==> src/rtl/associative_key_value_table_unit_assert.svh <==
// Assertion macros for the key/value table RTL.
`ifndef ASSOCIATIVE_KEY_VALUE_TABLE_UNIT_ASSERT_SVH
`define ASSOCIATIVE_KEY_VALUE_TABLE_UNIT_ASSERT_SVH

`ifndef NO_ASSERTIONS
`define AKV_ASSERT_IMPL(label, clk, rst_n, ante, cons) \
    label: assert property (@(posedge clk) disable iff (!rst_n) (ante) |-> (cons)) \
        else $error("akv assertion failed");
`define AKV_ASSERT_NEXT(label, clk, rst_n, ante, cons) \
    label: assert property (@(posedge clk) disable iff (!rst_n) (ante) |=> (cons)) \
        else $error("akv assertion failed");
`else
`define AKV_ASSERT_IMPL(label, clk, rst_n, ante, cons)
`define AKV_ASSERT_NEXT(label, clk, rst_n, ante, cons)
`endif

`endif

==> src/rtl/akv_pkg.sv <==
// Package with item types and codes for the key/value table.
`timescale 1ns / 1ps
package akv_pkg;

    typedef struct packed {
        logic [2:0]  kind;
        logic [31:0] key;
        logic [31:0] value;
    } t_in_item;

    typedef struct packed {
        logic        found;
        logic [31:0] value_out;
        logic [1:0]  status;
        logic [4:0]  entry_count;
    } t_out_item;

    localparam logic [2:0] KIND_PUT      = 3'd0;
    localparam logic [2:0] KIND_GET      = 3'd1;
    localparam logic [2:0] KIND_DELETE   = 3'd2;
    localparam logic [2:0] KIND_CONTAINS = 3'd3;
    localparam logic [2:0] KIND_CLEAR    = 3'd4;

    localparam logic [1:0] STATUS_OK    = 2'd0;
    localparam logic [1:0] STATUS_FULL  = 2'd1;
    localparam logic [1:0] STATUS_EMPTY = 2'd2;

endpackage

==> src/rtl/akv_store.sv <==
// Key and value memories with one write port and one registered read port.
`timescale 1ns / 1ps
module akv_store #(
    parameter int ENTRIES    = 16,
    parameter int KEY_BITS   = 32,
    parameter int VALUE_BITS = 32,
    parameter int IW         = 4
) (
    input  logic                  i_clk,
    input  logic                  i_we,
    input  logic [IW-1:0]         i_wr_addr,
    input  logic [KEY_BITS-1:0]   i_wr_key,
    input  logic [VALUE_BITS-1:0] i_wr_val,
    input  logic [IW-1:0]         i_rd_addr,
    output logic [KEY_BITS-1:0]   o_rd_key,
    output logic [VALUE_BITS-1:0] o_rd_val
);
    import akv_pkg::*;

    logic [KEY_BITS-1:0]   r_key_mem [ENTRIES];
    logic [VALUE_BITS-1:0] r_val_mem [ENTRIES];
    logic [KEY_BITS-1:0]   r_rd_key;
    logic [VALUE_BITS-1:0] r_rd_val;

    always_ff @(posedge i_clk) begin
        if (i_we) begin
            r_key_mem[i_wr_addr] <= i_wr_key;
            r_val_mem[i_wr_addr] <= i_wr_val;
        end
        r_rd_key <= r_key_mem[i_rd_addr];
        r_rd_val <= r_val_mem[i_rd_addr];
    end

    assign o_rd_key = r_rd_key;
    assign o_rd_val = r_rd_val;

endmodule

==> src/rtl/akv_ctrl.sv <==
// Sequencer that scans the table through one shared key comparator.
`timescale 1ns / 1ps
module akv_ctrl #(
    parameter int ENTRIES    = 16,
    parameter int KEY_BITS   = 32,
    parameter int VALUE_BITS = 32,
    parameter int IW         = 4,
    parameter int CW         = 5
) (
    input  logic                  i_clk,
    input  logic                  i_rst_n,
    input  logic                  i_in_valid,
    input  akv_pkg::t_in_item     i_in_item,
    output logic                  o_in_ready,
    input  logic                  i_out_free,
    output logic                  o_res_fire,
    output akv_pkg::t_out_item    o_res,
    output logic                  o_we,
    output logic [IW-1:0]         o_wr_addr,
    output logic [KEY_BITS-1:0]   o_wr_key,
    output logic [VALUE_BITS-1:0] o_wr_val,
    output logic [IW-1:0]         o_rd_addr,
    input  logic [KEY_BITS-1:0]   i_rd_key,
    input  logic [VALUE_BITS-1:0] i_rd_val
);
    import akv_pkg::*;

    localparam logic [1:0] ST_IDLE   = 2'd0;
    localparam logic [1:0] ST_SCAN   = 2'd1;
    localparam logic [1:0] ST_COMMIT = 2'd2;
    localparam logic [IW-1:0] LAST_IDX = IW'(ENTRIES - 1);

    logic [1:0]            r_state,     n_state;
    logic [2:0]            r_kind,      n_kind;
    logic [KEY_BITS-1:0]   r_key,       n_key;
    logic [VALUE_BITS-1:0] r_val,       n_val;
    logic [IW-1:0]         r_issue_idx, n_issue_idx;
    logic                  r_issue_on,  n_issue_on;
    logic [IW-1:0]         r_chk_idx,   n_chk_idx;
    logic                  r_chk_on,    n_chk_on;
    logic                  r_hit,       n_hit;
    logic [IW-1:0]         r_hit_idx,   n_hit_idx;
    logic [VALUE_BITS-1:0] r_hit_val,   n_hit_val;
    logic                  r_free_ok,   n_free_ok;
    logic [IW-1:0]         r_free_idx,  n_free_idx;
    logic [ENTRIES-1:0]    r_valid,     n_valid;
    logic [CW-1:0]         r_count,     n_count;

    logic chk_hit;
    logic chk_free;
    logic needs_scan;

    // The comparator sees the entry whose read was issued in the cycle before.
    assign chk_hit  = r_chk_on && r_valid[r_chk_idx] && (i_rd_key == r_key);
    assign chk_free = r_chk_on && !r_valid[r_chk_idx];

    always_comb begin
        needs_scan = 1'b0;
        case (i_in_item.kind) inside
            KIND_PUT, KIND_CONTAINS: needs_scan = 1'b1;
            KIND_GET, KIND_DELETE:   needs_scan = (r_count != '0);
            default:                 needs_scan = 1'b0;
        endcase
    end

    always_comb begin
        n_state     = r_state;
        n_kind      = r_kind;
        n_key       = r_key;
        n_val       = r_val;
        n_issue_idx = r_issue_idx;
        n_issue_on  = r_issue_on;
        n_chk_idx   = r_chk_idx;
        n_chk_on    = 1'b0;
        n_hit       = r_hit;
        n_hit_idx   = r_hit_idx;
        n_hit_val   = r_hit_val;
        n_free_ok   = r_free_ok;
        n_free_idx  = r_free_idx;
        n_valid     = r_valid;
        n_count     = r_count;
        o_res_fire  = 1'b0;
        o_res       = '0;
        o_we        = 1'b0;
        o_wr_addr   = r_hit_idx;
        o_wr_key    = r_key;
        o_wr_val    = r_val;

        unique case (r_state)
            ST_IDLE: begin
                if (i_in_valid) begin
                    n_kind      = i_in_item.kind;
                    n_key       = KEY_BITS'(i_in_item.key);
                    n_val       = VALUE_BITS'(i_in_item.value);
                    n_hit       = 1'b0;
                    n_free_ok   = 1'b0;
                    n_issue_idx = '0;
                    n_issue_on  = needs_scan;
                    n_state     = needs_scan ? ST_SCAN : ST_COMMIT;
                end
            end
            ST_SCAN: begin
                if (r_issue_on) begin
                    n_chk_on  = 1'b1;
                    n_chk_idx = r_issue_idx;
                    if (r_issue_idx == LAST_IDX) begin
                        n_issue_on = 1'b0;
                    end else begin
                        n_issue_idx = r_issue_idx + IW'(1);
                    end
                end
                if (chk_hit && !r_hit) begin
                    n_hit     = 1'b1;
                    n_hit_idx = r_chk_idx;
                    n_hit_val = i_rd_val;
                end
                if (chk_free && !r_free_ok) begin
                    n_free_ok  = 1'b1;
                    n_free_idx = r_chk_idx;
                end
                if (r_chk_on && r_chk_idx == LAST_IDX) begin
                    n_state = ST_COMMIT;
                end
            end
            ST_COMMIT: begin
                if (i_out_free) begin
                    o_res_fire = 1'b1;
                    n_state    = ST_IDLE;
                    case (r_kind) inside
                        KIND_PUT: begin
                            if (r_hit) begin
                                o_res.found     = 1'b1;
                                o_res.value_out = 32'(r_hit_val);
                                o_we            = 1'b1;
                            end else if (r_free_ok) begin
                                o_we                = 1'b1;
                                o_wr_addr           = r_free_idx;
                                n_valid[r_free_idx] = 1'b1;
                                n_count             = r_count + CW'(1);
                            end else begin
                                o_res.status = STATUS_FULL;
                            end
                        end
                        KIND_GET, KIND_DELETE: begin
                            if (r_count == '0) begin
                                o_res.status = STATUS_EMPTY;
                            end else if (r_hit) begin
                                o_res.found     = 1'b1;
                                o_res.value_out = 32'(r_hit_val);
                                if (r_kind == KIND_DELETE) begin
                                    n_valid[r_hit_idx] = 1'b0;
                                    n_count            = r_count - CW'(1);
                                end
                            end
                        end
                        KIND_CONTAINS: begin
                            o_res.found = r_hit;
                        end
                        KIND_CLEAR: begin
                            n_valid = '0;
                            n_count = '0;
                        end
                        default: begin
                        end
                    endcase
                end
            end
            default: begin
                n_state = ST_IDLE;
            end
        endcase

        o_res.entry_count = 5'(n_count);
    end

    always_ff @(posedge i_clk) begin
        if (!i_rst_n) begin
            r_state    <= ST_IDLE;
            r_issue_on <= 1'b0;
            r_chk_on   <= 1'b0;
            r_valid    <= '0;
            r_count    <= '0;
        end else begin
            r_state    <= n_state;
            r_issue_on <= n_issue_on;
            r_chk_on   <= n_chk_on;
            r_valid    <= n_valid;
            r_count    <= n_count;
        end
    end

    always_ff @(posedge i_clk) begin
        r_kind      <= n_kind;
        r_key       <= n_key;
        r_val       <= n_val;
        r_issue_idx <= n_issue_idx;
        r_chk_idx   <= n_chk_idx;
        r_hit       <= n_hit;
        r_hit_idx   <= n_hit_idx;
        r_hit_val   <= n_hit_val;
        r_free_ok   <= n_free_ok;
        r_free_idx  <= n_free_idx;
    end

    assign o_in_ready = (r_state == ST_IDLE);
    assign o_rd_addr  = r_issue_idx;

endmodule

==> src/rtl/associative_key_value_table_unit.sv <==
// Top level of the linearly searched key/value table with its output register.
//
// Usage: a request item (kind, key, value) enters on the input channel when
// i_in_valid and o_in_ready are both high; one result item (found, value_out,
// status, entry_count) leaves on the output channel when o_out_valid and
// i_out_ready are both high. Every request gives exactly one result.
// Put, get, delete and contains sweep all ENTRIES slots through one key
// comparator, one slot per cycle, behind the registered memory read. Such an
// item then waits in the commit step until the output register is free, and
// the next item is taken only once the sequencer is back in idle.
// Clear, unknown kinds and get or delete on an empty table skip the sweep
// and go straight to the commit step.
// The result sits in an output register, so the sweep runs while an earlier
// result waits; if the receiver still stalls when the next result is ready,
// the sequencer holds it and o_in_ready stays low until the register frees.
// Reset (synchronous, active low) clears the valid marks, the entry count
// and the output valid bit; the key/value memories and result are not cleared.
`timescale 1ns / 1ps
`include "associative_key_value_table_unit_assert.svh"
module associative_key_value_table_unit #(
    parameter int ENTRIES    = 16,
    parameter int KEY_BITS   = 32,
    parameter int VALUE_BITS = 32
) (
    input  logic               i_clk,
    input  logic               i_rst_n,
    input  logic               i_in_valid,
    output logic               o_in_ready,
    input  akv_pkg::t_in_item  i_in_item,
    output logic               o_out_valid,
    input  logic               i_out_ready,
    output akv_pkg::t_out_item o_out_item
);
    import akv_pkg::*;

    localparam int IW = $clog2(ENTRIES);
    localparam int CW = $clog2(ENTRIES + 1);

    logic                  res_fire;
    t_out_item             res;
    logic                  out_free;
    logic                  in_ready;
    logic                  we;
    logic [IW-1:0]         wr_addr;
    logic [KEY_BITS-1:0]   wr_key;
    logic [VALUE_BITS-1:0] wr_val;
    logic [IW-1:0]         rd_addr;
    logic [KEY_BITS-1:0]   rd_key;
    logic [VALUE_BITS-1:0] rd_val;

    logic      r_out_valid;
    t_out_item r_out_item;

    assign out_free = !r_out_valid || i_out_ready;

    akv_ctrl #(
        .ENTRIES    (ENTRIES),
        .KEY_BITS   (KEY_BITS),
        .VALUE_BITS (VALUE_BITS),
        .IW         (IW),
        .CW         (CW)
    ) u_ctrl (
        .i_clk      (i_clk),
        .i_rst_n    (i_rst_n),
        .i_in_valid (i_in_valid),
        .i_in_item  (i_in_item),
        .o_in_ready (in_ready),
        .i_out_free (out_free),
        .o_res_fire (res_fire),
        .o_res      (res),
        .o_we       (we),
        .o_wr_addr  (wr_addr),
        .o_wr_key   (wr_key),
        .o_wr_val   (wr_val),
        .o_rd_addr  (rd_addr),
        .i_rd_key   (rd_key),
        .i_rd_val   (rd_val)
    );

    akv_store #(
        .ENTRIES    (ENTRIES),
        .KEY_BITS   (KEY_BITS),
        .VALUE_BITS (VALUE_BITS),
        .IW         (IW)
    ) u_store (
        .i_clk     (i_clk),
        .i_we      (we),
        .i_wr_addr (wr_addr),
        .i_wr_key  (wr_key),
        .i_wr_val  (wr_val),
        .i_rd_addr (rd_addr),
        .o_rd_key  (rd_key),
        .o_rd_val  (rd_val)
    );

    always_ff @(posedge i_clk) begin
        if (!i_rst_n) begin
            r_out_valid <= 1'b0;
        end else if (res_fire) begin
            r_out_valid <= 1'b1;
        end else if (i_out_ready) begin
            r_out_valid <= 1'b0;
        end
    end

    always_ff @(posedge i_clk) begin
        if (res_fire) begin
            r_out_item <= res;
        end
    end

    assign o_in_ready  = in_ready;
    assign o_out_valid = r_out_valid;
    assign o_out_item  = r_out_item;

    // An accepted item leaves the sequencer busy in the cycle after acceptance.
    `AKV_ASSERT_NEXT(a_busy_after_accept, i_clk, i_rst_n, i_in_valid && o_in_ready, !o_in_ready)
    // A new result never overwrites one the receiver has not taken.
    `AKV_ASSERT_IMPL(a_no_overwrite, i_clk, i_rst_n, res_fire, !r_out_valid || i_out_ready)
    // A found key never comes with an error status.
    `AKV_ASSERT_IMPL(a_found_ok, i_clk, i_rst_n, res_fire && res.found, res.status == STATUS_OK)
    // The count reported never exceeds the capacity.
    `AKV_ASSERT_IMPL(a_count_cap, i_clk, i_rst_n, o_out_valid && (ENTRIES < 32), o_out_item.entry_count <= 5'(ENTRIES))

endmodule

==> config.mk <==
export PLATFORM = sky130hd
export DESIGN_NAME = associative_key_value_table_unit
export DESIGN_NICKNAME = d
export VERILOG_FILES = /design/src/rtl/akv_pkg.sv /design/src/rtl/akv_store.sv /design/src/rtl/akv_ctrl.sv /design/src/rtl/associative_key_value_table_unit.sv
export VERILOG_INCLUDE_DIRS = /design/src /design/src/rtl
export SDC_FILE = /design/constraint.sdc
export NUM_CORES = 1
export LEC_CHECK = 0
export ABC_CLOCK_PERIOD_IN_PS = 5200
export BUFFER_PORTS_ARGS = -buffer_cell sky130_fd_sc_hd__buf_2
export CAP_MARGIN = 20
export CORE_ASPECT_RATIO = 0.7
export CORE_MARGIN = 2
export CORE_UTILIZATION = 45
export CTS_CLUSTER_DIAMETER = 120
export DETAILED_ROUTE_END_ITERATION = 10
export PLACE_DENSITY = 0.62
export REMOVE_ABC_BUFFERS = 1
export SKIP_LAST_GASP = 1
export SLEW_MARGIN = 25
export SYNTH_ARGS = -nofsm -noshare
export SYNTH_HDL_FRONTEND = slang
export SYNTH_SLANG_ARGS = --single-unit
export TNS_END_PERCENT = 50
==> constraint.sdc <==
create_clock -name i_clk -period 5.2 [get_ports i_clk]
set_input_delay 0.78 -clock i_clk [delete_from_list [all_inputs] [get_ports i_clk]]
set_output_delay 0.78 -clock i_clk [all_outputs]
set_load 0.02 [all_outputs]
==> impl_metrics.tcl <==
set metrics [dict create \
    synth_area_leaders "edfxtp_1 76%, mux4_2 15%, dfxtp_1 3.8%" \
    cts_tree "yes" \
    grt_use_total 0.187 \
    start_kind "flip-flop" \
    die-area_um2 107000 \
    fin_skew_ns 0.0231 \
    crit_path_max_incr_delay_ns 0.76 \
    p_leak_nw 16.7 \
    final_cell_mix "1181 x edfxtp_1, 323 x mux4_2, 119 x clkbuf_16, 112 x buf_2, 90 x dfxtp_1" \
    netlist_instances 1974 \
    synth_top_family_by_area "multiplexers" \
    crit_required_ns 5.57 \
    routed_wl_um 98100 \
    ant_nets 0 \
    seq_area_frac_synth 0.794 \
    routedWlPerCell_um 27.1 \
    worst_pin_slew_ns 0.971 \
    drive_gt1_frac 0.309 \
    path_class "flip-flop to flip-flop" \
    clk_latency_ns 0.71 \
    finalSetupViolations 0 \
    power_frac_seq 0.541 \
    path_cells "nor3_4 > nand4_4 > or3b_1 > a21boi_1 > nor2_4 > buf_12" \
    hp-class "primary input to flip-flop" \
    cts_hold_buf 0 \
    final_util 0.514 \
    viasPerCell 5.75 \
    clk_pin_slew_worst_paths_ns 0.06 \
    rows 99 \
    final.period_utilization 0.687 \
    cts-root-buf "clkbuf_16" \
    vias 20800 \
    dpl-instance-area_um2 49400 \
    setup_tns_ns 0 \
    fmax_mhz 280 \
    syn_to_final_growth_pct 13.7 \
    slowest_stage "nor2_4" \
    dr.pass1.iters 5 \
    synth_warnings 0 \
    num-fill-cells 7970 \
    maxSlewViolCount 0 \
    pin_count 113 \
    synth_top_area_frac 0.756 \
    yosys.area.top_type "edfxtp_1" \
    worst-path-buf-inv 1 \
    sw_frac_of_total 0.210 \
    post_cts.repair.setup_buffers 0 \
    synth-xor-area-share 0.00672 \
    comb_power_share 0.058 \
    synth_compound_gate_area_share 0.0109 \
    die_h_um 274 \
    postSynthAreaPerCell_um2 23.8 \
    synthAdderAreaFrac 0.000800 \
    status "finished, final reports clean" \
    grt_pass1_wl_um 146000 \
    reg2reg_depth 6 \
    fp.dieW_um 390 \
    cts_buffers 116 \
    synthMuxAreaShare 0.157 \
    rsz0062_at_grt "no" \
    synth-async-reset-ratio 0 \
    synth_cell_type_count 60 \
    dpl.hpwl_um 52000 \
    switchingPower_mw 4.55 \
    routabilityCongestion 0.818 \
    clock_sinks 1271 \
    grt_max_degree 87 \
    layout_commonest_cell "edfxtp_1" \
    ctsLongestPathBuffers 3 \
    min_period_ns 3.57 \
    ys_seq_elements 1271 \
    drcViolationCount 0 \
    synth-edff-count 1181 \
    p_per_area_nw_per_um2 406 \
    max_cap_violations 0 \
    overflow 0 \
    ir_worst_vdd_mv 0.257 \
    ys.flop_type "edfxtp_1" \
    grt_antenna_before_repair 2 \
    grt_pass1_vias 21500 \
    critPathCaptureType "flip-flop" \
    syn-cell-area_um2 46900 \
    core_area_um2 104000 \
    hold_viol_final 0 \
    yosys.area_share.simple 0.0205 \
    cts_htree_levels 3 \
    slew_headroom 0.353 \
    post_cts_resized 0 \
    p_int_mw 17.1 \
    cp.arrival_ns 3.94 \
    layout.nets 2230 \
    initial_utilization 0.452 \
    cpLargestDelayFamily "simple AND/OR/NAND/NOR gates" \
    hold-path-cell-count 1 \
    drt_iter0_drc 1752 \
    numPortBuffers 112 \
    path_max_fanout 43 \
    clkPwrFrac 0.401 \
    path_depth 6 \
    design_area_um2 53400 \
]
==> layout make-up <==
type                    count  area [µm²]  share of cell area
diodes                      1        2.50           0.0000469
clock buffers             162        3260              0.0611
clock inverters            57         646              0.0121
inverters                   8        35.0            0.000657
multi-input cells         603        9330               0.175
flip-flops and latches   1271       37300               0.698
well taps                1363        1710              0.0320
repair buffers            156        1110              0.0207
==> cell families (layout without fill, tap and decap cells) <==
logic type / after synthesis / count (layout)
adders and majority gates: 3 / 3
and+or+nand+nor: 167 / 167
DFF: 1271 / 1271
AOI/OAI and AO/OA: 67 / 67
other: 0 / 1
muxes: 330 / 330
buffers and inverters: 100 / 383
xor gates and xnor gates: 36 / 36
==> power groups by stage <==
stage	Combinational [mW]	Sequential, mW	Clock (mW)
6_report	1.25	11.7	8.69
5_1_grt	1.34	11.8	9.28
4_1_cts	1.28	11.7	8.89
3_5_place_dp	1.28	11.9	0
3_3_place_gp	1.26	11.9	0
2_1_floorplan	1.03	12.0	0
==> registers in the layout, indices dropped and copies added (netlist names), 2 cells and up <==
register	flops
o_out_item	40
u_ctrl.o_rd_addr	4
u_ctrl.o_wr_key	32
u_ctrl.o_wr_val	32
u_ctrl.r_chk_idx	4
u_ctrl.r_count	5
u_ctrl.r_free_idx	4
u_ctrl.r_hit_idx	4
u_ctrl.r_hit_val	32
u_ctrl.r_kind	3
u_ctrl.r_state	2
u_ctrl.r_valid	16
u_store.o_rd_key	32
u_store.o_rd_val	32
u_store.r_key_mem	512
u_store.r_val_mem	512
==> synth_stat cells (all sizes together), types with 2 or more instances <==
library cell,number
and4,2
nand2b,8
nand2,15
and2,38
nor4,4
xnor2,29
mux2i,4
or2,2
or3b,2
edfxtp,1181
a32oi,2
mux4,325
or3,4
and3,2
nor3,13
o221a,16
ha,3
a21oi,15
inv,8
xor2,7
a21boi,7
nand3,8
dfxtp,90
nand4,12
nor2b,6
buf,40
o21ai,8
o2bb2ai,2
a31oi,7
nor2,43
or4,2
clkbuf,52
==> metal layers <==
layer	wire [µm]	share of wire	GRT usage	up-vias
met5	0	0	0	-
met4	1760	0.018	0.0404	0
met3	5650	0.058	0.0368	142
li1	-	-	-	8742
met2	45100	0.46	0.278	686
met1	45600	0.47	0.288	11200
==> worst reg2reg max path: stages (launching register included) <==
cell and delay [ns]:
edfxtp_1 0.56, nor3_4 0.43, nand4_4 0.23, or3b_1 0.50
a21boi_1 0.29, nor2_4 0.76, buf_12 0.40
==> per-stage QoR <==
step / hold slack (ns) / instances / total power, mW / setup slack [ns]
after detailed placement: 0.389 / 3401 / 13.2 / 1.47
after floorplan: 0.386 / 1882 / 13.0 / -6.19
after CTS: 0.185 / 3620 / 21.9 / 1.58
final: 0.238 / 3621 / 21.7 / 1.63
after global routing: 0.194 / 3620 / 22.4 / 1.40
after global placement: 0.386 / 3400 / 13.2 / 1.52
==> final timing paths <==
| path | from | endpoint | slack, ns |
|---|---|---|---|
| max | u_ctrl.r_kind[2]$_DFFE_PP_ | u_store.r_val_mem[9][5]$_DFFE_PP_ | 1.63 |
| min | i_in_item[46] | u_ctrl.o_wr_key[14]$_DFFE_PP_ | 0.24 |
| max reg2reg | u_ctrl.r_kind[2]$_DFFE_PP_ | u_store.r_val_mem[9][5]$_DFFE_PP_ | 1.63 |
| min reg2reg | u_store.o_rd_val[15]$_DFF_P_ | u_ctrl.r_hit_val[15]$_DFFE_PP_ | 0.40 |
Note: power is estimated with default switching activity, not from simulation.
